### src/color_keyed_sprite_blitter_macros.svh
// Assertion macros for the colour-keyed sprite blitter.
// Each macro expects clk and rst_n to be visible in the module that uses it.
`ifndef COLOR_KEYED_SPRITE_BLITTER_MACROS_SVH
`define COLOR_KEYED_SPRITE_BLITTER_MACROS_SVH

// Same-cycle implication, checked outside reset.
`define CKSB_ASSERT_IMPL(label, ante, cons) \
  label: assert property (@(posedge clk) disable iff (!rst_n) (ante) |-> (cons)) \
    else $error("cksb assertion failed");

// Next-cycle implication, checked outside reset.
`define CKSB_ASSERT_NEXT(label, ante, cons) \
  label: assert property (@(posedge clk) disable iff (!rst_n) (ante) |=> (cons)) \
    else $error("cksb assertion failed");

`endif

### src/cksb_pkg.sv
// Shared types and constants of the colour-keyed sprite blitter.
// Used by the channel interfaces, the top module, cksb_front and cksb_back; depends on nothing.
package cksb_pkg;

  localparam int CFG_W  = 13;
  localparam int PIX_W  = 32;
  localparam int ADDR_W = 24;
  localparam int IDX_W  = 3;

  localparam logic [PIX_W-1:0] TRANSPARENT_KEY = 32'h00FF_FFFF;

  typedef enum logic [IDX_W-1:0] {
    REG_FRAME_WIDTH  = 3'd0,
    REG_FRAME_HEIGHT = 3'd1,
    REG_IMAGE_WIDTH  = 3'd2,
    REG_IMAGE_HEIGHT = 3'd3,
    REG_ORIGIN_X     = 3'd4,
    REG_ORIGIN_Y     = 3'd5
  } cfg_reg_t;

  typedef struct packed {
    logic [CFG_W-1:0]        frame_width;
    logic [CFG_W-1:0]        frame_height;
    logic [CFG_W-1:0]        image_width;
    logic [CFG_W-1:0]        image_height;
    logic signed [CFG_W-1:0] origin_x;
    logic signed [CFG_W-1:0] origin_y;
  } cfg_t;

endpackage

### src/cksb_if.sv
// Valid/ready channel interfaces for the sprite pixel input and the frame write output.
// Depends on cksb_pkg for the field widths.
interface cksb_in_if;
  logic                        valid;
  logic                        ready;
  logic [cksb_pkg::PIX_W-1:0]  source_pixel;

  modport source (output valid, output source_pixel, input ready);
  modport sink   (input valid, input source_pixel, output ready);
endinterface

interface cksb_out_if;
  logic                        valid;
  logic                        ready;
  logic                        write_enable;
  logic [cksb_pkg::ADDR_W-1:0] write_address;
  logic [cksb_pkg::PIX_W-1:0]  write_pixel;
  logic                        last_pixel;

  modport source (output valid, output write_enable, output write_address,
                  output write_pixel, output last_pixel, input ready);
  modport sink   (input valid, input write_enable, input write_address,
                  input write_pixel, input last_pixel, output ready);
endinterface

### src/color_keyed_sprite_blitter.sv
// Colour-keyed sprite blitter with clipping: a pixel every clock while the queue
// has room, one frame write request for each sprite pixel taken in. Throughput is
// one pixel per cycle whenever the output side takes requests; an accepted pixel
// is held in the queue and then passes through the two-stage address pipeline,
// the address multiplier stage and then the output register, before it appears
// as a write request. Sprite pixels arrive in row-major order on in_ch; each one
// gives exactly one request on out_ch, whose write_enable is low for a pixel equal
// to the transparent key 0xFFFFFF (all 32 bits compared) or lying outside the
// frame, and whose address and pixel are then zero. last_pixel marks the final
// pixel of the sprite, after which the column and row counters start again.
// Configuration may only be written while no request is in flight; it never
// touches the counters. Depends on cksb_pkg, the channel interfaces, cksb_front,
// cksb_queue, cksb_back and the assertion macros header.
module color_keyed_sprite_blitter #(
  parameter int MAX_DIM = 4096
) (
  input  logic                         clk,
  input  logic                         rst_n,
  cksb_in_if.sink                      in_ch,
  cksb_out_if.source                   out_ch,
  input  logic                         cfg_we,
  input  logic [cksb_pkg::IDX_W-1:0]   cfg_index,
  input  logic [cksb_pkg::CFG_W-1:0]   cfg_wdata
);

  localparam int CFG_W   = cksb_pkg::CFG_W;
  // The counters hold positions below MAX_DIM.
  localparam int CNT_W   = $clog2(MAX_DIM);
  // Largest size a 13-bit register can hold after saturation to MAX_DIM.
  localparam int CLAMP   = (MAX_DIM > (1 << CFG_W) - 1) ? (1 << CFG_W) - 1 : MAX_DIM;
  localparam int ENTRY_W = 2 * CNT_W + cksb_pkg::PIX_W + 2;
  localparam int Q_DEPTH = 4;

  // Raw register file, as written.
  cksb_pkg::cfg_t cfg_r;
  // Sizes after saturation; a zero sprite size acts as one.
  cksb_pkg::cfg_t cfg_eff;

  logic               q_push, q_pop, q_full, q_empty;
  logic [ENTRY_W-1:0] q_wdata, q_rdata;

  always_ff @(posedge clk) begin
    if (!rst_n) begin
      cfg_r.frame_width  <= CFG_W'(1);
      cfg_r.frame_height <= CFG_W'(1);
      cfg_r.image_width  <= CFG_W'(1);
      cfg_r.image_height <= CFG_W'(1);
      cfg_r.origin_x     <= '0;
      cfg_r.origin_y     <= '0;
    end else if (cfg_we) begin
      case (cksb_pkg::cfg_reg_t'(cfg_index))
        cksb_pkg::REG_FRAME_WIDTH:  cfg_r.frame_width  <= cfg_wdata;
        cksb_pkg::REG_FRAME_HEIGHT: cfg_r.frame_height <= cfg_wdata;
        cksb_pkg::REG_IMAGE_WIDTH:  cfg_r.image_width  <= cfg_wdata;
        cksb_pkg::REG_IMAGE_HEIGHT: cfg_r.image_height <= cfg_wdata;
        cksb_pkg::REG_ORIGIN_X:     cfg_r.origin_x     <= $signed(cfg_wdata);
        cksb_pkg::REG_ORIGIN_Y:     cfg_r.origin_y     <= $signed(cfg_wdata);
        default: begin
          // Indexes beyond the register list are ignored.
        end
      endcase
    end
  end

  // Frame sizes saturate at MAX_DIM; a zero frame size simply clips every pixel.
  // Sprite sizes saturate the same way, and a zero sprite size is taken as one.
  always_comb begin
    cfg_eff = cfg_r;
    if (cfg_r.frame_width > CFG_W'(CLAMP)) begin
      cfg_eff.frame_width = CFG_W'(CLAMP);
    end
    if (cfg_r.frame_height > CFG_W'(CLAMP)) begin
      cfg_eff.frame_height = CFG_W'(CLAMP);
    end
    if (cfg_r.image_width == '0) begin
      cfg_eff.image_width = CFG_W'(1);
    end else if (cfg_r.image_width > CFG_W'(CLAMP)) begin
      cfg_eff.image_width = CFG_W'(CLAMP);
    end
    if (cfg_r.image_height == '0) begin
      cfg_eff.image_height = CFG_W'(1);
    end else if (cfg_r.image_height > CFG_W'(CLAMP)) begin
      cfg_eff.image_height = CFG_W'(CLAMP);
    end
  end

  // The front end takes a pixel whenever the queue has room, so it keeps
  // accepting while a finished request waits at the output.
  cksb_front #(
    .CNT_W(CNT_W)
  ) u_front (
    .clk          (clk),
    .rst_n        (rst_n),
    .in_valid     (in_ch.valid),
    .in_ready     (in_ch.ready),
    .source_pixel (in_ch.source_pixel),
    .cfg          (cfg_eff),
    .q_full       (q_full),
    .push         (q_push),
    .push_entry   (q_wdata)
  );

  cksb_queue #(
    .WIDTH(ENTRY_W),
    .DEPTH(Q_DEPTH)
  ) u_queue (
    .clk       (clk),
    .rst_n     (rst_n),
    .push      (q_push),
    .push_data (q_wdata),
    .full      (q_full),
    .pop       (q_pop),
    .pop_data  (q_rdata),
    .empty     (q_empty)
  );

  // The back end forms the linear address x + y * frame_width, modulo 2^24.
  cksb_back #(
    .CNT_W(CNT_W)
  ) u_back (
    .clk           (clk),
    .rst_n         (rst_n),
    .frame_width   (cfg_eff.frame_width),
    .q_empty       (q_empty),
    .pop           (q_pop),
    .pop_entry     (q_rdata),
    .out_valid     (out_ch.valid),
    .out_ready     (out_ch.ready),
    .write_enable  (out_ch.write_enable),
    .write_address (out_ch.write_address),
    .write_pixel   (out_ch.write_pixel),
    .last_pixel    (out_ch.last_pixel)
  );

endmodule

### src/cksb_front.sv
// Front end: accepts sprite pixels, tracks the sprite column and row, and classifies each pixel.
// Depends on cksb_pkg and the assertion macros header.
`include "color_keyed_sprite_blitter_macros.svh"

module cksb_front #(
  parameter int CNT_W = 12
) (
  input  logic                       clk,
  input  logic                       rst_n,
  input  logic                       in_valid,
  output logic                       in_ready,
  input  logic [cksb_pkg::PIX_W-1:0] source_pixel,
  input  cksb_pkg::cfg_t             cfg,
  input  logic                       q_full,
  output logic                       push,
  output logic [2*CNT_W+cksb_pkg::PIX_W+1:0] push_entry
);

  localparam int CFG_W = cksb_pkg::CFG_W;
  localparam int XY_W  = ((CNT_W + 1 > CFG_W) ? CNT_W + 1 : CFG_W) + 1;
  localparam int CMP_W = (CNT_W > CFG_W) ? CNT_W : CFG_W;

  logic [CNT_W-1:0] col_r, col_nxt;
  logic [CNT_W-1:0] row_r, row_nxt;

  logic signed [XY_W-1:0] ox_s, oy_s, col_s, row_s, x_s, y_s;
  logic in_frame, opaque, we, end_row, last;
  logic [CNT_W-1:0] x_q, y_q;
  logic [cksb_pkg::PIX_W-1:0] pix_q;

  assign ox_s  = XY_W'(cfg.origin_x);
  assign oy_s  = XY_W'(cfg.origin_y);
  assign col_s = XY_W'(col_r);
  assign row_s = XY_W'(row_r);
  assign x_s   = ox_s + col_s;
  assign y_s   = oy_s + row_s;

  // A negative coordinate is off the frame; otherwise compare against the frame size.
  assign in_frame = !x_s[XY_W-1] && !y_s[XY_W-1]
                 && ($unsigned(x_s) < XY_W'(cfg.frame_width))
                 && ($unsigned(y_s) < XY_W'(cfg.frame_height));
  assign opaque = (source_pixel != cksb_pkg::TRANSPARENT_KEY);
  assign we     = in_frame && opaque;

  // A counter at or past the last column or row, as after a size change, ends it.
  assign end_row = CMP_W'(col_r) >= (CMP_W'(cfg.image_width) - CMP_W'(1));
  assign last    = end_row && (CMP_W'(row_r) >= (CMP_W'(cfg.image_height) - CMP_W'(1)));

  assign x_q   = we ? CNT_W'(x_s) : '0;
  assign y_q   = we ? CNT_W'(y_s) : '0;
  assign pix_q = we ? source_pixel : '0;

  assign in_ready   = !q_full;
  assign push       = in_valid && !q_full;
  assign push_entry = {we, last, x_q, y_q, pix_q};

  always_comb begin
    col_nxt = col_r;
    row_nxt = row_r;
    if (push) begin
      if (last) begin
        col_nxt = '0;
        row_nxt = '0;
      end else if (end_row) begin
        col_nxt = '0;
        row_nxt = row_r + CNT_W'(1);
      end else begin
        col_nxt = col_r + CNT_W'(1);
      end
    end
  end

  always_ff @(posedge clk) begin
    if (!rst_n) begin
      col_r <= '0;
      row_r <= '0;
    end else begin
      col_r <= col_nxt;
      row_r <= row_nxt;
    end
  end

  `CKSB_ASSERT_NEXT(a_restart_after_last, push && last, col_r == '0 && row_r == '0)

endmodule

### src/cksb_queue.sv
// Short first-in first-out queue between the front and back ends.
// Depends on the assertion macros header only.
`include "color_keyed_sprite_blitter_macros.svh"

module cksb_queue #(
  parameter int WIDTH = 58,
  parameter int DEPTH = 4
) (
  input  logic             clk,
  input  logic             rst_n,
  input  logic             push,
  input  logic [WIDTH-1:0] push_data,
  output logic             full,
  input  logic             pop,
  output logic [WIDTH-1:0] pop_data,
  output logic             empty
);

  localparam int PTR_W = (DEPTH > 1) ? $clog2(DEPTH) : 1;
  localparam int CNT_W = $clog2(DEPTH + 1);

  logic [WIDTH-1:0] slots_r [DEPTH];
  logic [PTR_W-1:0] wr_ptr_r, wr_ptr_nxt;
  logic [PTR_W-1:0] rd_ptr_r, rd_ptr_nxt;
  logic [CNT_W-1:0] count_r, count_nxt;

  assign full     = (count_r == CNT_W'(DEPTH));
  assign empty    = (count_r == '0);
  assign pop_data = slots_r[rd_ptr_r];

  always_comb begin
    wr_ptr_nxt = wr_ptr_r;
    rd_ptr_nxt = rd_ptr_r;
    if (push) begin
      wr_ptr_nxt = (wr_ptr_r == PTR_W'(DEPTH - 1)) ? '0 : wr_ptr_r + PTR_W'(1);
    end
    if (pop) begin
      rd_ptr_nxt = (rd_ptr_r == PTR_W'(DEPTH - 1)) ? '0 : rd_ptr_r + PTR_W'(1);
    end
    count_nxt = count_r + CNT_W'(push) - CNT_W'(pop);
  end

  always_ff @(posedge clk) begin
    if (!rst_n) begin
      wr_ptr_r <= '0;
      rd_ptr_r <= '0;
      count_r  <= '0;
    end else begin
      wr_ptr_r <= wr_ptr_nxt;
      rd_ptr_r <= rd_ptr_nxt;
      count_r  <= count_nxt;
    end
  end

  always_ff @(posedge clk) begin
    if (push) begin
      slots_r[wr_ptr_r] <= push_data;
    end
  end

  `CKSB_ASSERT_IMPL(a_no_overflow, push, !full)
  `CKSB_ASSERT_IMPL(a_no_underflow, pop, !empty)

endmodule

### src/cksb_back.sv
// Back end: turns a classified pixel into a frame write through a multiply stage
// and an output register. Depends on cksb_pkg and the assertion macros header.
`include "color_keyed_sprite_blitter_macros.svh"

module cksb_back #(
  parameter int CNT_W = 12
) (
  input  logic                        clk,
  input  logic                        rst_n,
  input  logic [cksb_pkg::CFG_W-1:0]  frame_width,
  input  logic                        q_empty,
  output logic                        pop,
  input  logic [2*CNT_W+cksb_pkg::PIX_W+1:0] pop_entry,
  output logic                        out_valid,
  input  logic                        out_ready,
  output logic                        write_enable,
  output logic [cksb_pkg::ADDR_W-1:0] write_address,
  output logic [cksb_pkg::PIX_W-1:0]  write_pixel,
  output logic                        last_pixel
);

  localparam int PIX_W  = cksb_pkg::PIX_W;
  localparam int ADDR_W = cksb_pkg::ADDR_W;
  localparam int MUL_W  = CNT_W + cksb_pkg::CFG_W;
  localparam int SUM_W  = MUL_W + 1;

  logic             e_we, e_last;
  logic [CNT_W-1:0] e_x, e_y;
  logic [PIX_W-1:0] e_pix;

  logic             a_valid_r;
  logic             a_we_r, a_last_r;
  logic [CNT_W-1:0] a_x_r;
  logic [MUL_W-1:0] a_prod_r;
  logic [PIX_W-1:0] a_pix_r;

  logic              b_valid_r;
  logic              b_we_r, b_last_r;
  logic [ADDR_W-1:0] b_addr_r;
  logic [PIX_W-1:0]  b_pix_r;

  logic a_ready, b_ready, a_load, b_load;
  logic [SUM_W-1:0] sum;

  assign {e_we, e_last, e_x, e_y, e_pix} = pop_entry;

  assign b_ready = !b_valid_r || out_ready;
  assign a_ready = !a_valid_r || b_ready;
  assign pop     = !q_empty && a_ready;
  assign a_load  = pop;
  assign b_load  = a_valid_r && b_ready;

  // A pixel that is not written carries zero coordinates, so its address comes out zero.
  assign sum = SUM_W'(a_prod_r) + SUM_W'(a_x_r);

  always_ff @(posedge clk) begin
    if (!rst_n) begin
      a_valid_r <= 1'b0;
      b_valid_r <= 1'b0;
    end else begin
      if (a_ready) begin
        a_valid_r <= a_load;
      end
      if (b_ready) begin
        b_valid_r <= a_valid_r;
      end
    end
  end

  always_ff @(posedge clk) begin
    if (a_load) begin
      a_we_r   <= e_we;
      a_last_r <= e_last;
      a_x_r    <= e_x;
      a_prod_r <= MUL_W'(e_y) * MUL_W'(frame_width);
      a_pix_r  <= e_pix;
    end
    if (b_load) begin
      b_we_r   <= a_we_r;
      b_last_r <= a_last_r;
      b_addr_r <= ADDR_W'(sum);
      b_pix_r  <= a_pix_r;
    end
  end

  assign out_valid     = b_valid_r;
  assign write_enable  = b_we_r;
  assign write_address = b_addr_r;
  assign write_pixel   = b_pix_r;
  assign last_pixel    = b_last_r;

  `CKSB_ASSERT_IMPL(a_idle_write_is_zero, b_valid_r && !b_we_r,
                    b_addr_r == '0 && b_pix_r == '0)

endmodule
### src/flat_wrapper.sv
// flat-port wrapper written by rule: the top's interface ports become plain ports
module color_keyed_sprite_blitter_flat 
#(
  parameter int MAX_DIM = 4096
)
  (clk, rst_n, cfg_we, cfg_index, cfg_wdata, in_ch_valid, in_ch_source_pixel, in_ch_ready, out_ch_valid, out_ch_write_enable, out_ch_write_address, out_ch_write_pixel, out_ch_last_pixel, out_ch_ready);
  cksb_in_if in_ch_i ();
  cksb_out_if out_ch_i ();
  input  logic clk;
  input  logic rst_n;
  input  logic cfg_we;
  input  logic [cksb_pkg::IDX_W-1:0] cfg_index;
  input  logic [cksb_pkg::CFG_W-1:0] cfg_wdata;
  input wire logic [$bits(in_ch_i.valid)-1:0] in_ch_valid;
  input wire logic [$bits(in_ch_i.source_pixel)-1:0] in_ch_source_pixel;
  output wire logic [$bits(in_ch_i.ready)-1:0] in_ch_ready;
  output wire logic [$bits(out_ch_i.valid)-1:0] out_ch_valid;
  output wire logic [$bits(out_ch_i.write_enable)-1:0] out_ch_write_enable;
  output wire logic [$bits(out_ch_i.write_address)-1:0] out_ch_write_address;
  output wire logic [$bits(out_ch_i.write_pixel)-1:0] out_ch_write_pixel;
  output wire logic [$bits(out_ch_i.last_pixel)-1:0] out_ch_last_pixel;
  input wire logic [$bits(out_ch_i.ready)-1:0] out_ch_ready;
  assign in_ch_i.valid = in_ch_valid;
  assign in_ch_i.source_pixel = in_ch_source_pixel;
  assign in_ch_ready = in_ch_i.ready;
  assign out_ch_valid = out_ch_i.valid;
  assign out_ch_write_enable = out_ch_i.write_enable;
  assign out_ch_write_address = out_ch_i.write_address;
  assign out_ch_write_pixel = out_ch_i.write_pixel;
  assign out_ch_last_pixel = out_ch_i.last_pixel;
  assign out_ch_i.ready = out_ch_ready;
  color_keyed_sprite_blitter #(.MAX_DIM(MAX_DIM)) u_core (.clk(clk), .rst_n(rst_n), .in_ch(in_ch_i), .out_ch(out_ch_i), .cfg_we(cfg_we), .cfg_index(cfg_index), .cfg_wdata(cfg_wdata));
endmodule
### config.mk
export PLATFORM = sky130hd
export DESIGN_NAME = color_keyed_sprite_blitter_flat
export DESIGN_NICKNAME = d
export VERILOG_FILES = /design/src/cksb_pkg.sv /design/src/cksb_if.sv /design/src/color_keyed_sprite_blitter.sv /design/src/cksb_front.sv /design/src/cksb_queue.sv /design/src/cksb_back.sv /design/src/flat_wrapper.sv
export VERILOG_INCLUDE_DIRS = /design/src /design/src/src
export SDC_FILE = /design/constraint.sdc
export NUM_CORES = 1
export LEC_CHECK = 0
export BUFFER_PORTS_ARGS = -buffer_cell sky130_fd_sc_hd__buf_2
export CAP_MARGIN = 20
export CORE_ASPECT_RATIO = 1.4
export CORE_UTILIZATION = 45
export DETAILED_ROUTE_END_ITERATION = 7
export SYNTH_ARGS = -nofsm -noshare
export SYNTH_HDL_FRONTEND = slang
export SYNTH_SLANG_ARGS = --single-unit
### constraint.sdc
create_clock -name clk -period 8.1 [get_ports clk]
set_clock_uncertainty 0.2 [all_clocks]
set_input_delay 1.62 -clock clk [delete_from_list [all_inputs] [get_ports clk]]
set_output_delay 1.62 -clock clk [all_outputs]
set_load 0.02 [all_outputs]
Word-level counts from Yosys, hierarchy flattened:

Memory sizes are Yosys's and may differ from the RTL's. A register that Yosys moved wholly into a read port is not among the register bits.
Cells that the tools add are included.

* add/sub/neg operators: 11
* $mul: 1
* magnitude comparators: 8
* equal/unequal tests: 9
* mux-type cells: 19
* reductions and logical operators: 28

Operators with widths (number)
* $mux W13: 6
* $mux W12: 6
* $gt A13 B13 Y1 const B: 4
* $mux W32: 1
* $ne A32 B24 Y1 const B: 1
* $add A13 B13 Y14: 2
* $lt A14 B13 Y1: 2
* $ge A12 B13 Y1: 2
* $logic_not A13 Y1: 2
* $sub A13 B1 Y13 const B: 2
* $add A12 B1 Y12 const B: 2
* $add A24 B12 Y24: 1
* $mul A12 B13 Y24: 1
* $reduce_and A2 Y1: 7
* $eq A3 B3 Y1 const B: 3
* $logic_and A1 B1 Y1: 8
* $mux W2: 4
* $eq A3 B2 Y1 const B: 2
* $logic_not A1 Y1: 6
* $logic_not A3 Y1: 2
* $add A2 B1 Y2 const B: 2
* $eq A2 B2 Y1 const B: 2
* $add A3 B1 Y3: 1
* $eq A3 B1 Y1 const B: 1
* 4 further kinds: 6

* register bits: 239
* bits in writable memories: 232
* input port bits: 53
* output and inout bits: 60
* word-level logic and storage cells: 99
* memories: 1

Memory list
* u_core.u_queue.slots_r: depth 4, bits a word 58, rd ports 1, clocked after memory_dff 1, wr ports 1, RTL line cksb_queue.sv:22 `logic [WIDTH-1:0] slots_r [DEPTH];`

Depth between registers and ports, before layout:

* word-level depth: 8
* mapped depth: 26
* mapped depth without buffers: 23

By module:

A second synthesis with hierarchy kept.

* cell total of the unflattened synthesis: 2153
* area, all modules: 26050.0 µm²

Modules (own cells, without submodules)
* cksb_back: instances 1, cells an instance 857, area an instance 9725.6 µm², sequential area each 3883.7 µm²
* cksb_queue: instances 1, cells an instance 347, area an instance 8851.0 µm², sequential area each 7146.9 µm²
* cksb_front: instances 1, cells an instance 551, area an instance 4197.8 µm², sequential area each 480.5 µm²
* color_keyed_sprite_blitter: instances 1, cells an instance 398, area an instance 3275.6 µm², sequential area each 1561.5 µm²

Worst setup path after synthesis:

Ideal clock, no wire load.

* kind: input to register
* start: in out_ch_ready
* end: reg u_core.u_queue.count_r[2]
* library setup time: 128 ps
* arrival time: 6882 ps
* required time: 7772 ps
* slack: 890 ps
* stages: 10
* buffers on the path: 0
* cells stage by stage: nor2b_1 a21oi_1 ha_1 inv_1 ha_1 inv_1 fa_1 xor2_1 xnor2_1 nor2_1

* longest elaborated chain between the ends: 4

Ends and longest elaborated chain
* start: declaration: RTL line flat_wrapper.sv:22 `input wire logic [$bits(out_ch_i.ready)-1:0] out_ch_ready;`
* $logic_or A1 B1 Y1: RTL line cksb_back.sv:47 `assign b_ready = !b_valid_r || out_ready;`
* $logic_or A1 B1 Y1: RTL line cksb_back.sv:48 `assign a_ready = !a_valid_r || b_ready;`
* $logic_and A1 B1 Y1: RTL line cksb_back.sv:49 `assign pop = !q_empty && a_ready;`
* net u_core.q_pop: RTL line color_keyed_sprite_blitter.sv:39 `logic q_push, q_pop, q_full, q_empty;`
* $sub A3 B1 Y3: RTL line cksb_queue.sv:40 `count_nxt = count_r + CNT_W'(push) - CNT_W'(pop);`
* end signal: assignment: RTL line cksb_queue.sv:51 `count_r <= count_nxt;`
* end: declaration: RTL line cksb_queue.sv:25 `logic [CNT_W-1:0] count_r, count_nxt;`

The timed path passes the listed nets, and every way through them passes these cells.
A chain may end at the register's enable or synchronous reset.

Final worst setup path:

* start: reg u_core.cfg_r[77] (netlist name)
* end: reg u_core.u_back.a_prod_r[23], data pin

* longest elaborated chain between the ends: 3

Ends and longest elaborated chain
* start: declaration: RTL line color_keyed_sprite_blitter.sv:35 `cksb_pkg::cfg_t cfg_r;`
* $gt A13 B13 Y1: RTL line color_keyed_sprite_blitter.sv:69 `if (cfg_r.frame_width > CFG_W'(CLAMP)) begin`
* $mux W13 (*): RTL line color_keyed_sprite_blitter.sv:69
* $mul A12 B13 Y24 (*): RTL line cksb_back.sv:75 `a_prod_r <= MUL_W'(e_y) * MUL_W'(frame_width);`
* end signal: assignment: RTL line cksb_back.sv:75
* end: declaration: RTL line cksb_back.sv:34 `logic [MUL_W-1:0] a_prod_r;`

Mark *: on every way between the ends. The rest lies on a longest branch, timed or not.

==> flow_summary.toml <==
[sta]
min_period_ns = 6.93
worst_pin_slew_ns = 1.10
fin_crit_sh_pct = 85.6
rsz0062_at_grt = "no"
setup_tns_ns = 0
maxSlewHeadroom_pct = 26.8
final-max-slew-violation-count = 0
clock.fmax_mhz = 144
finalSetupViolCount = 0
hold_viol_final = 0

[worst_setup_path]
critPathMaxFanout = 25
cp_slowest_cell = "nor2b_1"
end_kind = "flop"
crit_top_cell = "fa_1"
worstPathCellList = "nor2b_1, nand2_1, fa_1, fa_1, inv_1, fa_1, fa_1, inv_1, fa_1, inv_1, ha_1, a211o_1, a211oi_1, or4_1, a31oi_1, a221o_1, a21oi_1, xnor2_1"
worstPathArrival_ns = 7.03
crit_required_ns = 8.20
path_class = "reg -> reg"
ff2ff_setup_slack_ns = 1.17
start_kind = "flop"
cpPeakStageDelay_ns = 0.98

[power_and_ir_drop]
cellPowerDensity_nw_per_um2 = 299
vdd_drop_max_v = 0.000262
p_leak_nw = 11.1

[drt]
ant_nets = 0
dr.pass1.iters = 5
post_drt_wl_per_cell_microns = 18.5
dr.first_iter.drc_count = 781
vias = 15630
wirelength_mm = 55.3
drc_errors = 0
viasPerCell = 5.24

[clock_network]
cts_buffer_depth = 3
hold_buffers = 0
clk_pin_slew_ns = 0.06
postCtsSetupBuffers = 0
cts_resized = 0
root_buffer = "clkbuf_16"
worst_skew_pair.late_latency_ns = 0.63
cts_inserted_buffers = 47
h-tree-depth = 2
cts_tree = "built"
cts_num_sinks = 473

[logic_synthesis]
yosysUniqueCellTypes = 72
ys_ff_latch = 473
synth_top_cell_by_area = "edfxtp_1"
yosysWarnings = 0
synth_top_area_share_pct = 42.7
netlist_area_sq_um = 25300
synth_edf_count = 360
syn_nets = 2439
avgSynthCellArea_sq_um = 11.9
synth_cells = 2118
synth_area_leaders = "edfxtp_1, dfxtp_1, fa_1"
ys.flop_type = "edfxtp_1"
async_flop_share_pct = 0
ys_seq_area_share_pct = 51.7

[cells_and_area]
fin_util_pct = 51.1
final_net_count = 2537
areaGrowthSynthToFinish_pct = 11.7
diodes = 0
drive_gt1_share_pct = 12.6
fillers = 4888

[status]
outcome = "completed"

[floorplan]
rows = 102
start_util_pct = 45.7
fp.dieW_microns = 202
fp.dieArea_sq_um = 57200
core-area_sq_um = 55400
ioPinCount = 113
fp.dieH_microns = 283

[min_path]
hold_class = "reg -> reg"

[placed_design]
place_congestion = 0.885
io_buffers = 112
hpwl_mm = 39.5

[global_route]
grt_util_all_layers_pct = 19.7
grt_start_max_net_pins = 61
grt_antenna_before_repair = 1
grt_pass1_vias = 16382
grt_pass1_wl_mm = 87.7
grt_overflow = 0

[run]
drv_cap = 0
==> worst paths after layout <==
kind                            start                            to  cells past startpoint
max reg2reg          u_core.cfg_r[77]    u_core.u_back.a_prod_r[23]                     18
min reg2reg  u_core.u_back.a_pix_r[1]  u_core.u_back.write_pixel[1]                      0
min          u_core.u_back.a_pix_r[1]  u_core.u_back.write_pixel[1]                      0
max                  u_core.cfg_r[77]    u_core.u_back.a_prod_r[23]                     18
==> placed cells by master (no fill, tap or decap), types with 9 or more instances in the layout <==
cell,count
edfxtp_1,360
buf_4,13
o21ai_0,37
dfxtp_1,111
mux4_2,54
nor3_1,17
xnor2_1,52
nor2_1,93
xor2_1,30
fa_1,113
clkbuf_1,11
clkbuf_16,47
nand2_1,328
a21o_1,18
nor4_1,9
inv_1,187
a21oi_1,131
nor2_2,10
nand4_1,17
buf_2,112
nor2b_1,28
and2_1,89
o21a_1,22
bufinv_16,9
nand3_1,22
and3_1,10
a211oi_1,10
ha_1,155
nand2b_1,12
==> kinds of logic after synthesis <==
group / synth area share (%)
AND/OR/NAND/NOR: 12.7
flip-flops: 51.7
AO/OA/AOI/OAI: 6.95
adder cells (fa/ha/maj): 16.6
buffers and inverters: 4.06
XOR/XNOR: 2.84
multiplexers: 5.22
==> state kept, by name, indices dropped and copies added (netlist names), named ones only <==
signal / count
u_core.u_back.a_last_r: 1
u_core.cfg_eff: 26
u_core.u_back.write_address: 24
u_core.u_queue.rd_ptr_r: 2
u_core.cfg_r: 52
u_core.u_back.last_pixel: 1
u_core.u_front.col_r: 12
u_core.u_queue.wr_ptr_r: 2
u_core.u_back.a_valid_r: 1
u_core.u_back.write_enable: 1
u_core.u_back.a_we_r: 1
u_core.u_front.row_r: 12
u_core.u_back.out_valid: 1
u_core.u_back.a_pix_r: 32
u_core.u_back.a_prod_r: 24
u_core.u_queue.count_r: 3
u_core.u_back.write_pixel: 32
u_core.u_queue.slots_r: 232
u_core.u_back.a_x_r: 12
==> worst max-delay path: cells and delay by family, from the launching register on <==
kind | cells | cell delay (ns)
adder cells (fa/ha/maj) | 6 | 2.94
AND/OR/NAND/NOR | 3 | 1.35
AO/OA/AOI/OAI | 5 | 1.26
flip-flops | 1 | 0.61
buffers and inverters | 3 | 0.14
XOR/XNOR | 1 | 0.08
==> synth_stat cells, drive strengths merged, types with 3 or more instances <==
cell type    n
buf         11
ha         155
mux4        54
edfxtp     360
fa         113
and3        14
nor2b       29
o41ai        5
a32oi        4
or2          5
nand3b       4
a31oi        8
or4          5
nand2b      12
o31ai        8
a21boi       3
a21o        18
o21a        22
o21bai       7
nor4b        3
nand4       17
a21oi      132
clkbuf      65
inv        187
mux2i        6
and2        90
and4         3
nand2      330
xor2        30
nand3       22
nor4        11
o21ai       46
dfxtp      113
mux2         4
nor3        17
o211ai       8
xnor2       52
nor2       103
or3          9
a211oi      10
==> layout make-up <==
| class | count | area [sq um] | share of cell area [%] |
|---|---|---|---|
| Multi-Input combinational cell | 1381 | 11200 | 39.7 |
| Sequential cell | 473 | 13100 | 46.2 |
| Clock buffer | 60 | 1240 | 4.40 |
| Timing Repair Buffer | 125 | 658 | 2.33 |
| Tap cell | 728 | 911 | 3.22 |
| Inverter | 188 | 706 | 2.50 |
| Clock inverter | 28 | 440 | 1.56 |
==> layer usage <==
metal  share of wire [%]  GRT usage, %  vias to the layer above
met5               0.014             0                        -
met4                 2.3          5.61                        2
met2                  53          37.4                      262
met3                 3.2          2.47                       73
li1                    -             -                     7584
met1                  41          23.2                     7709
==> power breakdown <==
part           leakage (nW)  internal (mW)  switching (mW)
combinational          5.89          0.962            1.57
sequential             4.40           3.36           0.204
clock                 0.817           1.39           0.959
total                  11.1           5.72            2.73
==> through the flow <==
step / hold WS (ns) / instances / power, mW / setup WS [ns] / area, sq um
3_5_place_dp: 0.205 / 2895 / 6.21 / 1.28 / 26600
3_3_place_gp: 0.201 / 2895 / 6.14 / 1.36 / 26600
2_1_floorplan: 0.200 / 2118 / 5.43 / 0.890 / 25300
4_1_cts: 0.215 / 2983 / 8.58 / 1.20 / 28300
5_1_grt: 0.215 / 2983 / 8.93 / 0.860 / 28300
6_report: 0.210 / 2983 / 8.45 / 1.17 / 28300
No activity file was read; power rests on OpenSTA's default activity.
